File: src/sv/mbwm_pkg.sv
// ----------------------------------------------------------------------------
// mbwm_pkg
// Types, constants and the CRC-16/MODBUS byte update shared by the
// write-multiple-registers handler.
// ----------------------------------------------------------------------------
package mbwm_pkg;

    localparam int unsigned POS_W      = 9;
    localparam int unsigned HDR_LEN    = 6;
    localparam int unsigned DATA_START = 7;
    localparam int unsigned REPLY_LEN  = 8;
    localparam int unsigned ADDR_W     = 12;
    localparam int unsigned CMD_DEPTH  = 4;
    localparam int unsigned CMD_PTR_W  = 2;

    localparam logic [POS_W-1:0] POS_MAX  = 9'd511;
    localparam logic [15:0]      CRC_INIT = 16'hFFFF;
    localparam logic [15:0]      CRC_POLY = 16'hA001;

    typedef struct packed {
        logic [7:0] rx_byte;
        logic       frame_end;
    } mbwm_in_t;

    typedef struct packed {
        logic [7:0] tx_byte;
        logic       tx_last;
    } mbwm_out_t;

    typedef struct packed {
        logic                       write_en;
        logic                       reply_en;
        logic [ADDR_W-1:0]          addr;
        logic [15:0]                data;
        logic [HDR_LEN-1:0][7:0]    hdr;
        logic [15:0]                crc;
    } mbwm_cmd_t;

    function automatic logic [15:0] crc_feed(logic [15:0] crc, logic [7:0] b);
        logic [15:0] c;
        c = crc ^ {8'h00, b};
        for (int k = 0; k < 8; k++)
        begin
            if (c[0])
                c = (c >> 1) ^ CRC_POLY;
            else
                c = c >> 1;
        end
        return c;
    endfunction

endpackage

File: src/sv/modbus_write_multiple_handler_unit.sv
// ----------------------------------------------------------------------------
// modbus_write_multiple_handler_unit
// Modbus RTU function-16 request handler with register bank and reply
// serializer.
// ----------------------------------------------------------------------------
// After reset the block fills its REG_COUNT-entry register bank with 1..N,
// one entry per cycle, and holds full high while it does so. It then takes
// one request byte per cycle while full is low; the front end turns register
// writes and replies into commands for a four-entry command queue, and full
// stays high while that queue is full. On the last byte
// of a frame of eight bytes or more the back end sends the eight-byte reply
// (header echo, CRC low then high) at one byte per cycle while the output is
// taken: the popped command loads the serializer state, and each byte then
// passes through the output register; a reply is eight output bytes.
// ----------------------------------------------------------------------------
module modbus_write_multiple_handler_unit #(
    parameter int unsigned REG_COUNT = 8
) (
    input  logic                clk,
    input  logic                rst_n,
    input  logic                push,
    output logic                full,
    input  mbwm_pkg::mbwm_in_t  rx,
    output logic                empty,
    input  logic                pop,
    output mbwm_pkg::mbwm_out_t tx
);
    import mbwm_pkg::*;

    logic      accept;
    logic      cmd_push;
    mbwm_cmd_t cmd_in;
    mbwm_cmd_t cmd_out;
    logic      fifo_full;
    logic      fifo_empty;
    logic      cmd_pop;
    logic      init_busy;
    logic      tx_valid;

    assign full   = fifo_full || init_busy;
    assign accept = push && !full;
    assign empty  = !tx_valid;

    mbwm_front #(
        .REG_COUNT (REG_COUNT)
    ) u_front (
        .clk      (clk),
        .rst_n    (rst_n),
        .accept   (accept),
        .rx       (rx),
        .cmd_push (cmd_push),
        .cmd      (cmd_in)
    );

    mbwm_cmd_fifo u_fifo (
        .clk        (clk),
        .rst_n      (rst_n),
        .wr_en      (cmd_push),
        .wr_data    (cmd_in),
        .fifo_full  (fifo_full),
        .rd_en      (cmd_pop),
        .rd_data    (cmd_out),
        .fifo_empty (fifo_empty)
    );

    mbwm_back #(
        .REG_COUNT (REG_COUNT)
    ) u_back (
        .clk       (clk),
        .rst_n     (rst_n),
        .cmd_valid (!fifo_empty),
        .cmd       (cmd_out),
        .cmd_pop   (cmd_pop),
        .init_busy (init_busy),
        .tx_valid  (tx_valid),
        .tx        (tx),
        .pop       (pop)
    );

`ifndef NO_ASSERTIONS
    a_no_fifo_overflow: assert property (@(posedge clk) disable iff (!rst_n)
        cmd_push |-> !fifo_full)
        else $error("command pushed into a full queue");

    a_quiet_during_init: assert property (@(posedge clk) disable iff (!rst_n)
        init_busy |-> (empty && fifo_empty))
        else $error("activity during bank fill");

    a_reply_needs_queue: assert property (@(posedge clk) disable iff (!rst_n)
        (!empty && !tx.tx_last && pop) |=> !empty)
        else $error("reply broken before its last byte");
`endif

endmodule

File: src/sv/mbwm_cmd_fifo.sv
// ----------------------------------------------------------------------------
// mbwm_cmd_fifo
// Short command queue between the byte front end and the execution back end.
// ----------------------------------------------------------------------------
module mbwm_cmd_fifo (
    input  logic               clk,
    input  logic               rst_n,
    input  logic               wr_en,
    input  mbwm_pkg::mbwm_cmd_t wr_data,
    output logic               fifo_full,
    input  logic               rd_en,
    output mbwm_pkg::mbwm_cmd_t rd_data,
    output logic               fifo_empty
);
    import mbwm_pkg::*;

    mbwm_cmd_t              entry_reg [CMD_DEPTH];
    logic [CMD_PTR_W-1:0]   wr_ptr_reg, wr_ptr_next;
    logic [CMD_PTR_W-1:0]   rd_ptr_reg, rd_ptr_next;
    logic [CMD_PTR_W:0]     count_reg, count_next;

    assign fifo_full  = (count_reg == (CMD_PTR_W+1)'(CMD_DEPTH));
    assign fifo_empty = (count_reg == '0);
    assign rd_data    = entry_reg[rd_ptr_reg];

    always_comb
    begin
        wr_ptr_next = wr_ptr_reg;
        rd_ptr_next = rd_ptr_reg;
        count_next  = count_reg;
        if (wr_en)
        begin
            wr_ptr_next = wr_ptr_reg + 1'b1;
        end
        if (rd_en)
        begin
            rd_ptr_next = rd_ptr_reg + 1'b1;
        end
        if (wr_en && !rd_en)
            count_next = count_reg + 1'b1;
        else if (!wr_en && rd_en)
            count_next = count_reg - 1'b1;
    end

    always_ff @(posedge clk or negedge rst_n)
    begin
        if (!rst_n)
        begin
            wr_ptr_reg <= '0;
            rd_ptr_reg <= '0;
            count_reg  <= '0;
        end
        else
        begin
            wr_ptr_reg <= wr_ptr_next;
            rd_ptr_reg <= rd_ptr_next;
            count_reg  <= count_next;
        end
    end

    always_ff @(posedge clk)
    begin
        if (wr_en)
            entry_reg[wr_ptr_reg] <= wr_data;
    end

endmodule

File: src/sv/mbwm_front.sv
// ----------------------------------------------------------------------------
// mbwm_front
// Tracks the frame position, keeps the header and its CRC, pairs data bytes
// and issues register-write and reply commands.
// ----------------------------------------------------------------------------
module mbwm_front #(
    parameter int unsigned REG_COUNT = 8
) (
    input  logic                clk,
    input  logic                rst_n,
    input  logic                accept,
    input  mbwm_pkg::mbwm_in_t  rx,
    output logic                cmd_push,
    output mbwm_pkg::mbwm_cmd_t cmd
);
    import mbwm_pkg::*;

    logic [POS_W-1:0]        pos_reg, pos_next;
    logic [HDR_LEN-1:0][7:0] hdr_reg, hdr_next;
    logic [7:0]              hi_reg, hi_next;
    logic [15:0]             crc_reg, crc_next;

    logic                    pos_live;
    logic                    in_hdr;
    logic                    in_data;
    logic [POS_W-1:0]        pos_diff;
    logic [7:0]              pair_idx;
    logic [15:0]             start_addr;
    logic [15:0]             reg_cnt;
    logic [16:0]             addr_sum;
    logic                    in_bank;
    logic                    write_en;
    logic                    reply_en;

    assign pos_live   = (pos_reg != POS_MAX);
    assign in_hdr     = (pos_reg < POS_W'(HDR_LEN));
    assign in_data    = (pos_reg >= POS_W'(DATA_START));
    assign pos_diff   = pos_reg - POS_W'(DATA_START + 1);
    assign pair_idx   = pos_diff[POS_W-1:1];
    assign start_addr = {hdr_reg[2], hdr_reg[3]};
    assign reg_cnt    = {hdr_reg[4], hdr_reg[5]};
    assign addr_sum   = {1'b0, start_addr} + 17'(pair_idx);
    assign in_bank    = (addr_sum < 17'(REG_COUNT));

    assign write_en = accept && pos_live && in_data && !pos_reg[0]
                      && (16'(pair_idx) < reg_cnt) && in_bank;
    assign reply_en = accept && rx.frame_end && in_data;

    assign cmd_push     = write_en || reply_en;
    assign cmd.write_en = write_en;
    assign cmd.reply_en = reply_en;
    assign cmd.addr     = addr_sum[ADDR_W-1:0];
    assign cmd.data     = {hi_reg, rx.rx_byte};
    assign cmd.hdr      = hdr_reg;
    assign cmd.crc      = crc_reg;

    always_comb
    begin
        pos_next = pos_reg;
        hdr_next = hdr_reg;
        hi_next  = hi_reg;
        crc_next = crc_reg;
        if (accept)
        begin
            if (pos_live)
            begin
                if (in_hdr)
                begin
                    hdr_next[pos_reg[2:0]] = rx.rx_byte;
                    crc_next = crc_feed(crc_reg, rx.rx_byte);
                end
                else if (in_data && pos_reg[0])
                begin
                    hi_next = rx.rx_byte;
                end
                pos_next = pos_reg + 1'b1;
            end
            if (rx.frame_end)
            begin
                pos_next = '0;
                crc_next = CRC_INIT;
            end
        end
    end

    always_ff @(posedge clk or negedge rst_n)
    begin
        if (!rst_n)
        begin
            pos_reg <= '0;
            hdr_reg <= '0;
            hi_reg  <= '0;
            crc_reg <= CRC_INIT;
        end
        else
        begin
            pos_reg <= pos_next;
            hdr_reg <= hdr_next;
            hi_reg  <= hi_next;
            crc_reg <= crc_next;
        end
    end

endmodule

File: src/sv/mbwm_back.sv
// ----------------------------------------------------------------------------
// mbwm_back
// Executes commands: writes the register bank and serializes the eight-byte
// reply into the output register. Fills the bank with its start values after
// reset.
// ----------------------------------------------------------------------------
module mbwm_back #(
    parameter int unsigned REG_COUNT = 8
) (
    input  logic                 clk,
    input  logic                 rst_n,
    input  logic                 cmd_valid,
    input  mbwm_pkg::mbwm_cmd_t  cmd,
    output logic                 cmd_pop,
    output logic                 init_busy,
    output logic                 tx_valid,
    output mbwm_pkg::mbwm_out_t  tx,
    input  logic                 pop
);
    import mbwm_pkg::*;

    localparam int unsigned AW = (REG_COUNT > 1) ? $clog2(REG_COUNT) : 1;

    logic [15:0]             bank_mem [REG_COUNT];

    logic                    init_busy_reg, init_busy_next;
    logic [AW-1:0]           init_cnt_reg, init_cnt_next;

    logic                    active_reg, active_next;
    logic [HDR_LEN-1:0][7:0] hdr_buf_reg, hdr_buf_next;
    logic [15:0]             crc_buf_reg, crc_buf_next;
    logic [2:0]              idx_reg, idx_next;
    logic                    out_valid_reg, out_valid_next;
    mbwm_out_t               out_reg, out_next;

    logic                    out_take;
    logic                    ser_done;
    logic                    ser_free;
    logic [7:0]              cur_byte;

    assign init_busy = init_busy_reg;
    assign tx_valid  = out_valid_reg;
    assign tx        = out_reg;

    assign out_take = !out_valid_reg || pop;
    assign ser_done = active_reg && out_take && (idx_reg == 3'(REPLY_LEN - 1));
    assign ser_free = !active_reg || ser_done;
    assign cmd_pop  = cmd_valid && !init_busy_reg && (!cmd.reply_en || ser_free);

    always_comb
    begin
        case (idx_reg)
            3'd6:    cur_byte = crc_buf_reg[7:0];
            3'd7:    cur_byte = crc_buf_reg[15:8];
            default: cur_byte = hdr_buf_reg[idx_reg];
        endcase
    end

    always_comb
    begin
        init_busy_next = init_busy_reg;
        init_cnt_next  = init_cnt_reg;
        active_next    = active_reg;
        hdr_buf_next   = hdr_buf_reg;
        crc_buf_next   = crc_buf_reg;
        idx_next       = idx_reg;
        out_valid_next = out_valid_reg;
        out_next       = out_reg;

        if (init_busy_reg)
        begin
            if (init_cnt_reg == AW'(REG_COUNT - 1))
                init_busy_next = 1'b0;
            else
                init_cnt_next = init_cnt_reg + 1'b1;
        end

        if (out_valid_reg && pop)
            out_valid_next = 1'b0;

        if (active_reg && out_take)
        begin
            out_valid_next   = 1'b1;
            out_next.tx_byte = cur_byte;
            out_next.tx_last = ser_done;
            idx_next         = idx_reg + 1'b1;
            if (ser_done)
                active_next = 1'b0;
        end

        if (cmd_pop && cmd.reply_en)
        begin
            active_next  = 1'b1;
            hdr_buf_next = cmd.hdr;
            crc_buf_next = cmd.crc;
            idx_next     = '0;
        end
    end

    always_ff @(posedge clk or negedge rst_n)
    begin
        if (!rst_n)
        begin
            init_busy_reg <= 1'b1;
            init_cnt_reg  <= '0;
            active_reg    <= 1'b0;
            idx_reg       <= '0;
            out_valid_reg <= 1'b0;
        end
        else
        begin
            init_busy_reg <= init_busy_next;
            init_cnt_reg  <= init_cnt_next;
            active_reg    <= active_next;
            idx_reg       <= idx_next;
            out_valid_reg <= out_valid_next;
        end
    end

    always_ff @(posedge clk)
    begin
        hdr_buf_reg <= hdr_buf_next;
        crc_buf_reg <= crc_buf_next;
        out_reg     <= out_next;
    end

    always_ff @(posedge clk)
    begin
        if (init_busy_reg)
            bank_mem[init_cnt_reg] <= 16'(init_cnt_reg) + 16'd1;
        else if (cmd_pop && cmd.write_en)
            bank_mem[cmd.addr[AW-1:0]] <= cmd.data;
    end

endmodule
File: config.mk
export PLATFORM = sky130hd
export DESIGN_NAME = modbus_write_multiple_handler_unit
export DESIGN_NICKNAME = d
export VERILOG_FILES = /design/src/sv/mbwm_pkg.sv /design/src/sv/modbus_write_multiple_handler_unit.sv /design/src/sv/mbwm_cmd_fifo.sv /design/src/sv/mbwm_front.sv /design/src/sv/mbwm_back.sv
export SDC_FILE = /design/constraint.sdc
export NUM_CORES = 1
export LEC_CHECK = 0
export ABC_AREA = 1
export BUFFER_PORTS_ARGS = -buffer_cell sky130_fd_sc_hd__buf_2
export CORE_MARGIN = 2
export CORE_UTILIZATION = 50
export DETAILED_ROUTE_END_ITERATION = 16
export PLACE_DENSITY = 0.76
export REMOVE_ABC_BUFFERS = 1
export SYNTH_ARGS = -nofsm -noshare
export SYNTH_HDL_FRONTEND = slang
export SYNTH_SLANG_ARGS = --single-unit
File: constraint.sdc
create_clock -name clk -period 9.55 [get_ports clk]
set_input_delay 1.4325 -clock clk [delete_from_list [all_inputs] [get_ports clk]]
set_output_delay 1.4325 -clock clk [all_outputs]
set_load 0.05 [all_outputs]
==> results of run 1 <==
-- cells by family (layout without fill, tap and decap cells) --
kind of cell,count (synthesis),count (layout),share of synthesized area (%)
xor gates and xnor gates,24,24,1.20
AOI/OAI and AO/OA,322,322,10.2
DFF,422,422,69.9
other,0,1,0
adders and majority gates,30,30,2.18
buffers and inverters,167,217,3.79
and+or+nand+nor,519,519,12.7
-- cells in the mapped netlist (6+ instances only) --
cell      instances
a21oi_1          17
clkbuf_1         47
dfrtp_1          72
dfstp_2          17
edfxtp_1        333
ha_1             29
inv_1            99
inv_2             7
nand2_1         224
nand3_1          53
nor2_1          189
nor2_2            6
nor3_1            9
o21ai_0         203
o21ai_1           7
o22ai_1          67
o32ai_1           8
xnor2_1           7
xor2_1           17
-- layout make-up --
cell class	count	area share, %
inverter	108	2.09
clock inverter	14	0.766
antenna	1	0.0129
multi-input combinational	895	24.0
timing repair buffer	33	0.992
tap	455	2.93
sequential	422	63.1
clock buffer	62	6.16
-- final timing paths --
check | cells past startpoint | slack [ns] | startpoint | end
min | 1 | 0.48 | u_back.init_cnt_reg[0] | u_back.init_cnt_reg[0]
max reg2reg | 12 | 5.44 | u_fifo.rd_ptr_reg[0] | u_back.idx_reg[2]
min in group asynchronous | 1 | 0.93 | rst_n | u_front.cmd[25]
max | 12 | 5.44 | u_fifo.rd_ptr_reg[0] | u_back.idx_reg[2]
max in group asynchronous | 2 | 7.50 | rst_n | u_fifo.rd_ptr_reg[0]
min reg2reg | 1 | 0.48 | u_back.init_cnt_reg[0] | u_back.init_cnt_reg[0]
-- stage by stage --
step	hold slack [ns]	setup slack (ns)	area, um2
floorplan	0.446	3.59	17300
global placement	0.461	5.57	18100
detailed placement	0.471	5.47	18100
CTS	0.484	5.43	19400
global route	0.525	4.94	19400
finish	0.478	5.44	19400
-- power by group through the flow --
stage	clock (uW)	combinational (uW)	sequential, uW
2_1_floorplan	0	1080	2910
3_3_place_gp	0	1620	2920
3_5_place_dp	0	1660	2940
4_1_cts	1620	1680	2910
5_1_grt	1700	1880	2960
6_report	1600	1690	2910
-- routing by layer --
layer / vias to the layer above / track usage [%] / routed length [um]
li1: 5279 / - / -
met1: 5401 / 29.3 / 15900
met2: 465 / 33.6 / 18100
met3: 81 / 3.95 / 2940
met4: 0 / 8.61 / 1210
met5: - / 0 / 0
==> results.json, run 1 <==
{
  "place_congestion": 0.882,
  "clk_root_buffer_cell": "clkbuf_16",
  "rsz0062_at_grt": "false",
  "initial_core_util_pct": 50.7,
  "place_inst": 1913,
  "cpLargestDelayFamily": "buffers and inverters",
  "ctsHoldBuffers": 0,
  "vias": 11226,
  "max_slew.worst_pin.slew_ns": 1.06,
  "cp_cell_sequence": "clkinv_2, o21ai_0, o22ai_1, nand2_1, nand2_2, inv_1, nand2_1, inv_2, buf_4, nor3_1, a31oi_1, inv_1",
  "core-area_mm2": 0.0345,
  "crit_slowest_cell": "clkinv_2",
  "cts.sinks": 422,
  "htreeDepth": 2,
  "irDropWorstVdd_mv": 0.201,
  "grt-ovfl-total": 0,
  "required_ns": 9.97,
  "ctsResizeCount": 0,
  "p_int_uw": 4030,
  "synth_ff_type": "edfxtp_1",
  "multiInputGateArea_mm2": 0.00466,
  "antenna_found_initial": 0,
  "finalSetupViolCount": 0,
  "synthesis.area_mm2": 0.0175,
  "clk_pin_slew_ns": 0.06,
  "leakage_uw": 0.00733,
  "instances_no_fill": 1990,
  "cpPeakStageDelay_ns": 0.93,
  "grt_pass1_wl_um": 59500,
  "cts-buffers-inserted": 41,
  "yosysUniqueCellTypes": 47,
  "cts_max_path_buffers": 3,
  "finalCritPeriodShare_pct": 43.1,
  "drc": 0,
  "slew_headroom_pct": 29.1,
  "synth_area_leaders": "edfxtp_1 (57%), dfrtp_1 (10%), o21ai_0 (5.8%)",
  "worstSetupStartpointType": "flip-flop",
  "postCtsSetupBuffers": 0,
  "postSynth.asyncResetShare_pct": 21.1,
  "register_area_mm2": 0.0123,
  "yosys.area.top_type": "edfxtp_1",
  "worst_ep_arrival_time_ns": 4.53,
  "final_cell_mix": "edfxtp_1 (333), nand2_1 (224), o21ai_0 (203)",
  "hpwl_um": 22600,
  "first_global_vias": 10895,
  "wirelength_um": 38100,
  "final_common_cell": "edfxtp_1",
  "grtUsageTotal_pct": 21.3,
  "die_y_um": 191,
  "die_w_um": 191,
  "drt-vias-per-instance": 5.64,
  "syn_inst": 1484,
  "power_switching_uw": 2170,
  "yosysSeqAreaShare_pct": 69.9,
  "rows": 68,
  "largest_reg_flops": 260,
  "p_sw_share_pct": 35.0,
  "p_comb_share_pct": 27.2,
  "cts_tree": "yes",
  "fmax_ghz": 0.243,
  "layout.nets": 1544,
  "fin_skew_ns": 0.0156,
  "area_delta_synth_final_pct": 10.9,
  "io-pin-count": 24,
  "maxCapViolCount": 0,
  "die-area_mm2": 0.0366,
  "ys_ff_latch": 422,
  "yosysTopAreaCellShare_pct": 57.1,
  "drt_iter0_markers": 1172,
  "ant_nets": 0,
  "finalMaxSlewViolations": 0,
  "power_uw": 6200,
  "synth_warnings": 0,
  "end_kind": "flip-flop",
  "fin_setup_tns_ns": 0,
  "status": "complete, no violations",
  "p_per_area_mw_per_mm2": 319,
  "seqPwrFrac_pct": 47.0,
  "drive_above_1_share_pct": 9.97,
  "final_core_util_pct": 56.2,
  "hold_path.class": "flip-flop to flip-flop",
  "fillCellCount": 2745,
  "crit_buf_inv": 5,
  "p_clk_share_pct": 25.8,
  "final_hold_viol_count": 0,
  "period_needed_ns": 4.11,
  "crit_fanout": 73,
  "routedWlPerCell_um": 19.2,
  "firstDrtPassIters": 6,
  "clk_latency_ns": 0.53,
  "port_buffers": 23,
  "syn_area_per_cell_um2": 11.8,
  "grt_start_max_net_pins": 74,
  "synth-edff-count": 333,
  "criticalPathCategory": "flip-flop to flip-flop"
}
(Power assumes the default switching activity.)
==> run 2: changes to the inputs <==
- clock period: 9.55 -> 4.1 ns (I/O delays scaled with it)
==> run 2 against run 1 <==
Sequential share of layout area decreased by 0.75 points. Setup slack got worse by 5.1 ns. Combinational power is 140% higher. Final area rose by 1.2%. Critical path depth grew 9. Largest power group unchanged.
==> results.json, run 2 (synthesis results as in run 1) <==
{
  "status": "complete, no violations",
  "required_ns": 4.50,
  "finalCritPeriodShare_pct": 91.3,
  "routedWlPerCell_um": 19.2,
  "core-area_mm2": 0.0345,
  "power_switching_uw": 5100,
  "largest_reg_flops": 260,
  "slew_headroom_pct": 30.7,
  "grtUsageTotal_pct": 21.4,
  "leakage_uw": 0.00744,
  "layout.nets": 1558,
  "port_buffers": 23,
  "cts_max_path_buffers": 3,
  "final_hold_viol_count": 0,
  "p_clk_share_pct": 25.9,
  "cts_tree": "yes",
  "fillCellCount": 2711,
  "finalSetupViolCount": 0,
  "wirelength_um": 38400,
  "clk_root_buffer_cell": "clkbuf_16",
  "die_w_um": 191,
  "postCtsSetupBuffers": 0,
  "first_global_vias": 10971,
  "final_cell_mix": "edfxtp_1 (333), nand2_1 (224), o21ai_0 (203)",
  "crit_fanout": 6,
  "place_congestion": 0.887,
  "hpwl_um": 22900,
  "die-area_mm2": 0.0366,
  "p_per_area_mw_per_mm2": 741,
  "ctsResizeCount": 0,
  "grt_pass1_wl_um": 59900,
  "cts-buffers-inserted": 42,
  "seqPwrFrac_pct": 46.1,
  "drive_above_1_share_pct": 10.9,
  "max_slew.worst_pin.slew_ns": 1.03,
  "fmax_ghz": 0.267,
  "drt_iter0_markers": 1245,
  "hold-worst-slack_ns": 0.263,
  "grt_start_max_net_pins": 99,
  "end_kind": "flip-flop",
  "drc": 0,
  "p_comb_share_pct": 28.0,
  "criticalPathCategory": "flip-flop to flip-flop",
  "p_sw_share_pct": 35.0,
  "hold_path.class": "primary input to async pin",
  "p_int_uw": 9460,
  "irDropWorstVdd_mv": 0.471,
  "die_y_um": 191,
  "firstDrtPassIters": 6,
  "fin_setup_tns_ns": 0,
  "worstSetupStartpointType": "flip-flop",
  "fin_skew_ns": 0.0150,
  "finalMaxSlewViolations": 0,
  "antenna_found_initial": 0,
  "ctsHoldBuffers": 0,
  "ant_nets": 0,
  "rsz0062_at_grt": "false",
  "drt-vias-per-instance": 5.69,
  "grt-ovfl-total": 0,
  "cts.sinks": 422,
  "maxCapViolCount": 0,
  "antenna_cells": 0,
  "clk_latency_ns": 0.53,
  "area_delta_synth_final_pct": 12.2,
  "io-pin-count": 24,
  "setup_ws_ns": 0.355,
  "rows": 68,
  "period_needed_ns": 3.74,
  "htreeDepth": 2,
  "worst_ep_arrival_time_ns": 4.14,
  "final_common_cell": "edfxtp_1",
  "clk_pin_slew_ns": 0.06,
  "vias": 11402,
  "dpl_worst_slack_ns": 0.429,
  "initial_core_util_pct": 50.7
}
run 2: worst paths after layout:
kind,start,to,slack (ns),cells past startpoint
min in group clk,pop,u_back.tx_valid,0.39,3
min,rst_n,u_front.cmd[47],0.26,1
max in group asynchronous,rst_n,u_front.cmd[23],2.96,2
max reg2reg,u_front.pos_reg[3],u_fifo.count_reg[2],0.36,21
min reg2reg,u_back.init_cnt_reg[0],u_back.init_cnt_reg[0],0.48,1
max,u_front.pos_reg[3],u_fifo.count_reg[2],0.36,21
run 2: area by class of cell:
type | instances | area, um2 | area share (%)
timing repair buffer | 46 | 403 | 2.05
sequential | 422 | 12300 | 62.3
tap | 455 | 569 | 2.90
inverter | 108 | 407 | 2.07
clock inverter | 15 | 154 | 0.783
clock buffer | 62 | 1220 | 6.20
multi-input combinational | 895 | 4660 | 23.7
run 2: routing by layer:
metal  up-vias  part of all wire (%)  GRT usage (%)
met5         -                     0              0
met4         0                   3.1           8.14
met3        74                   7.9           3.49
met2       489                    47           33.8
met1      5532                    42           30.0
li1       5307                     -              -
run 2: per-stage QoR:
| stage | util, % | cell area [um2] | cells | total power (uW) |
|---|---|---|---|---|
| 4_1_cts | 56.9 | 19700 | 2003 | 14600 |
| 6_report | 56.9 | 19700 | 2003 | 14600 |
| 3_5_place_dp | 52.9 | 18300 | 1926 | 10800 |
| 2_1_floorplan | - | 17300 | 1425 | 9290 |
| 5_1_grt | 56.9 | 19700 | 2003 | 15400 |
| 3_3_place_gp | 52.9 | 18300 | 1926 | 10600 |
run 2: power groups by stage:
stage	Sequential, uW	Combinational (uW)	Clock, uW
2_1_floorplan	6770	2520	0
3_3_place_gp	6740	3900	0
3_5_place_dp	6770	4000	0
4_1_cts	6700	4050	3820
5_1_grt	6830	4550	3990
6_report	6720	4080	3770
run 2: worst max-delay path, stage by stage, from the launching register on:
cell and delay [ns]:
dfrtp_1 0.43, inv_2 0.14, ha_1 0.22, nand3_2 0.11, xor2_1 0.17, ha_1 0.37
nand2_1 0.11, nor2_1 0.19, nand3_1 0.16, nand3_2 0.13, nand3_2 0.06, nand2_1 0.07
nand2_1 0.07, nor2_2 0.13, nand4_4 0.15, nand2_4 0.10, ha_1 0.16, inv_1 0.06
fa_1 0.37, a21oi_1 0.15, o21ai_0 0.11, xor2_1 0.16
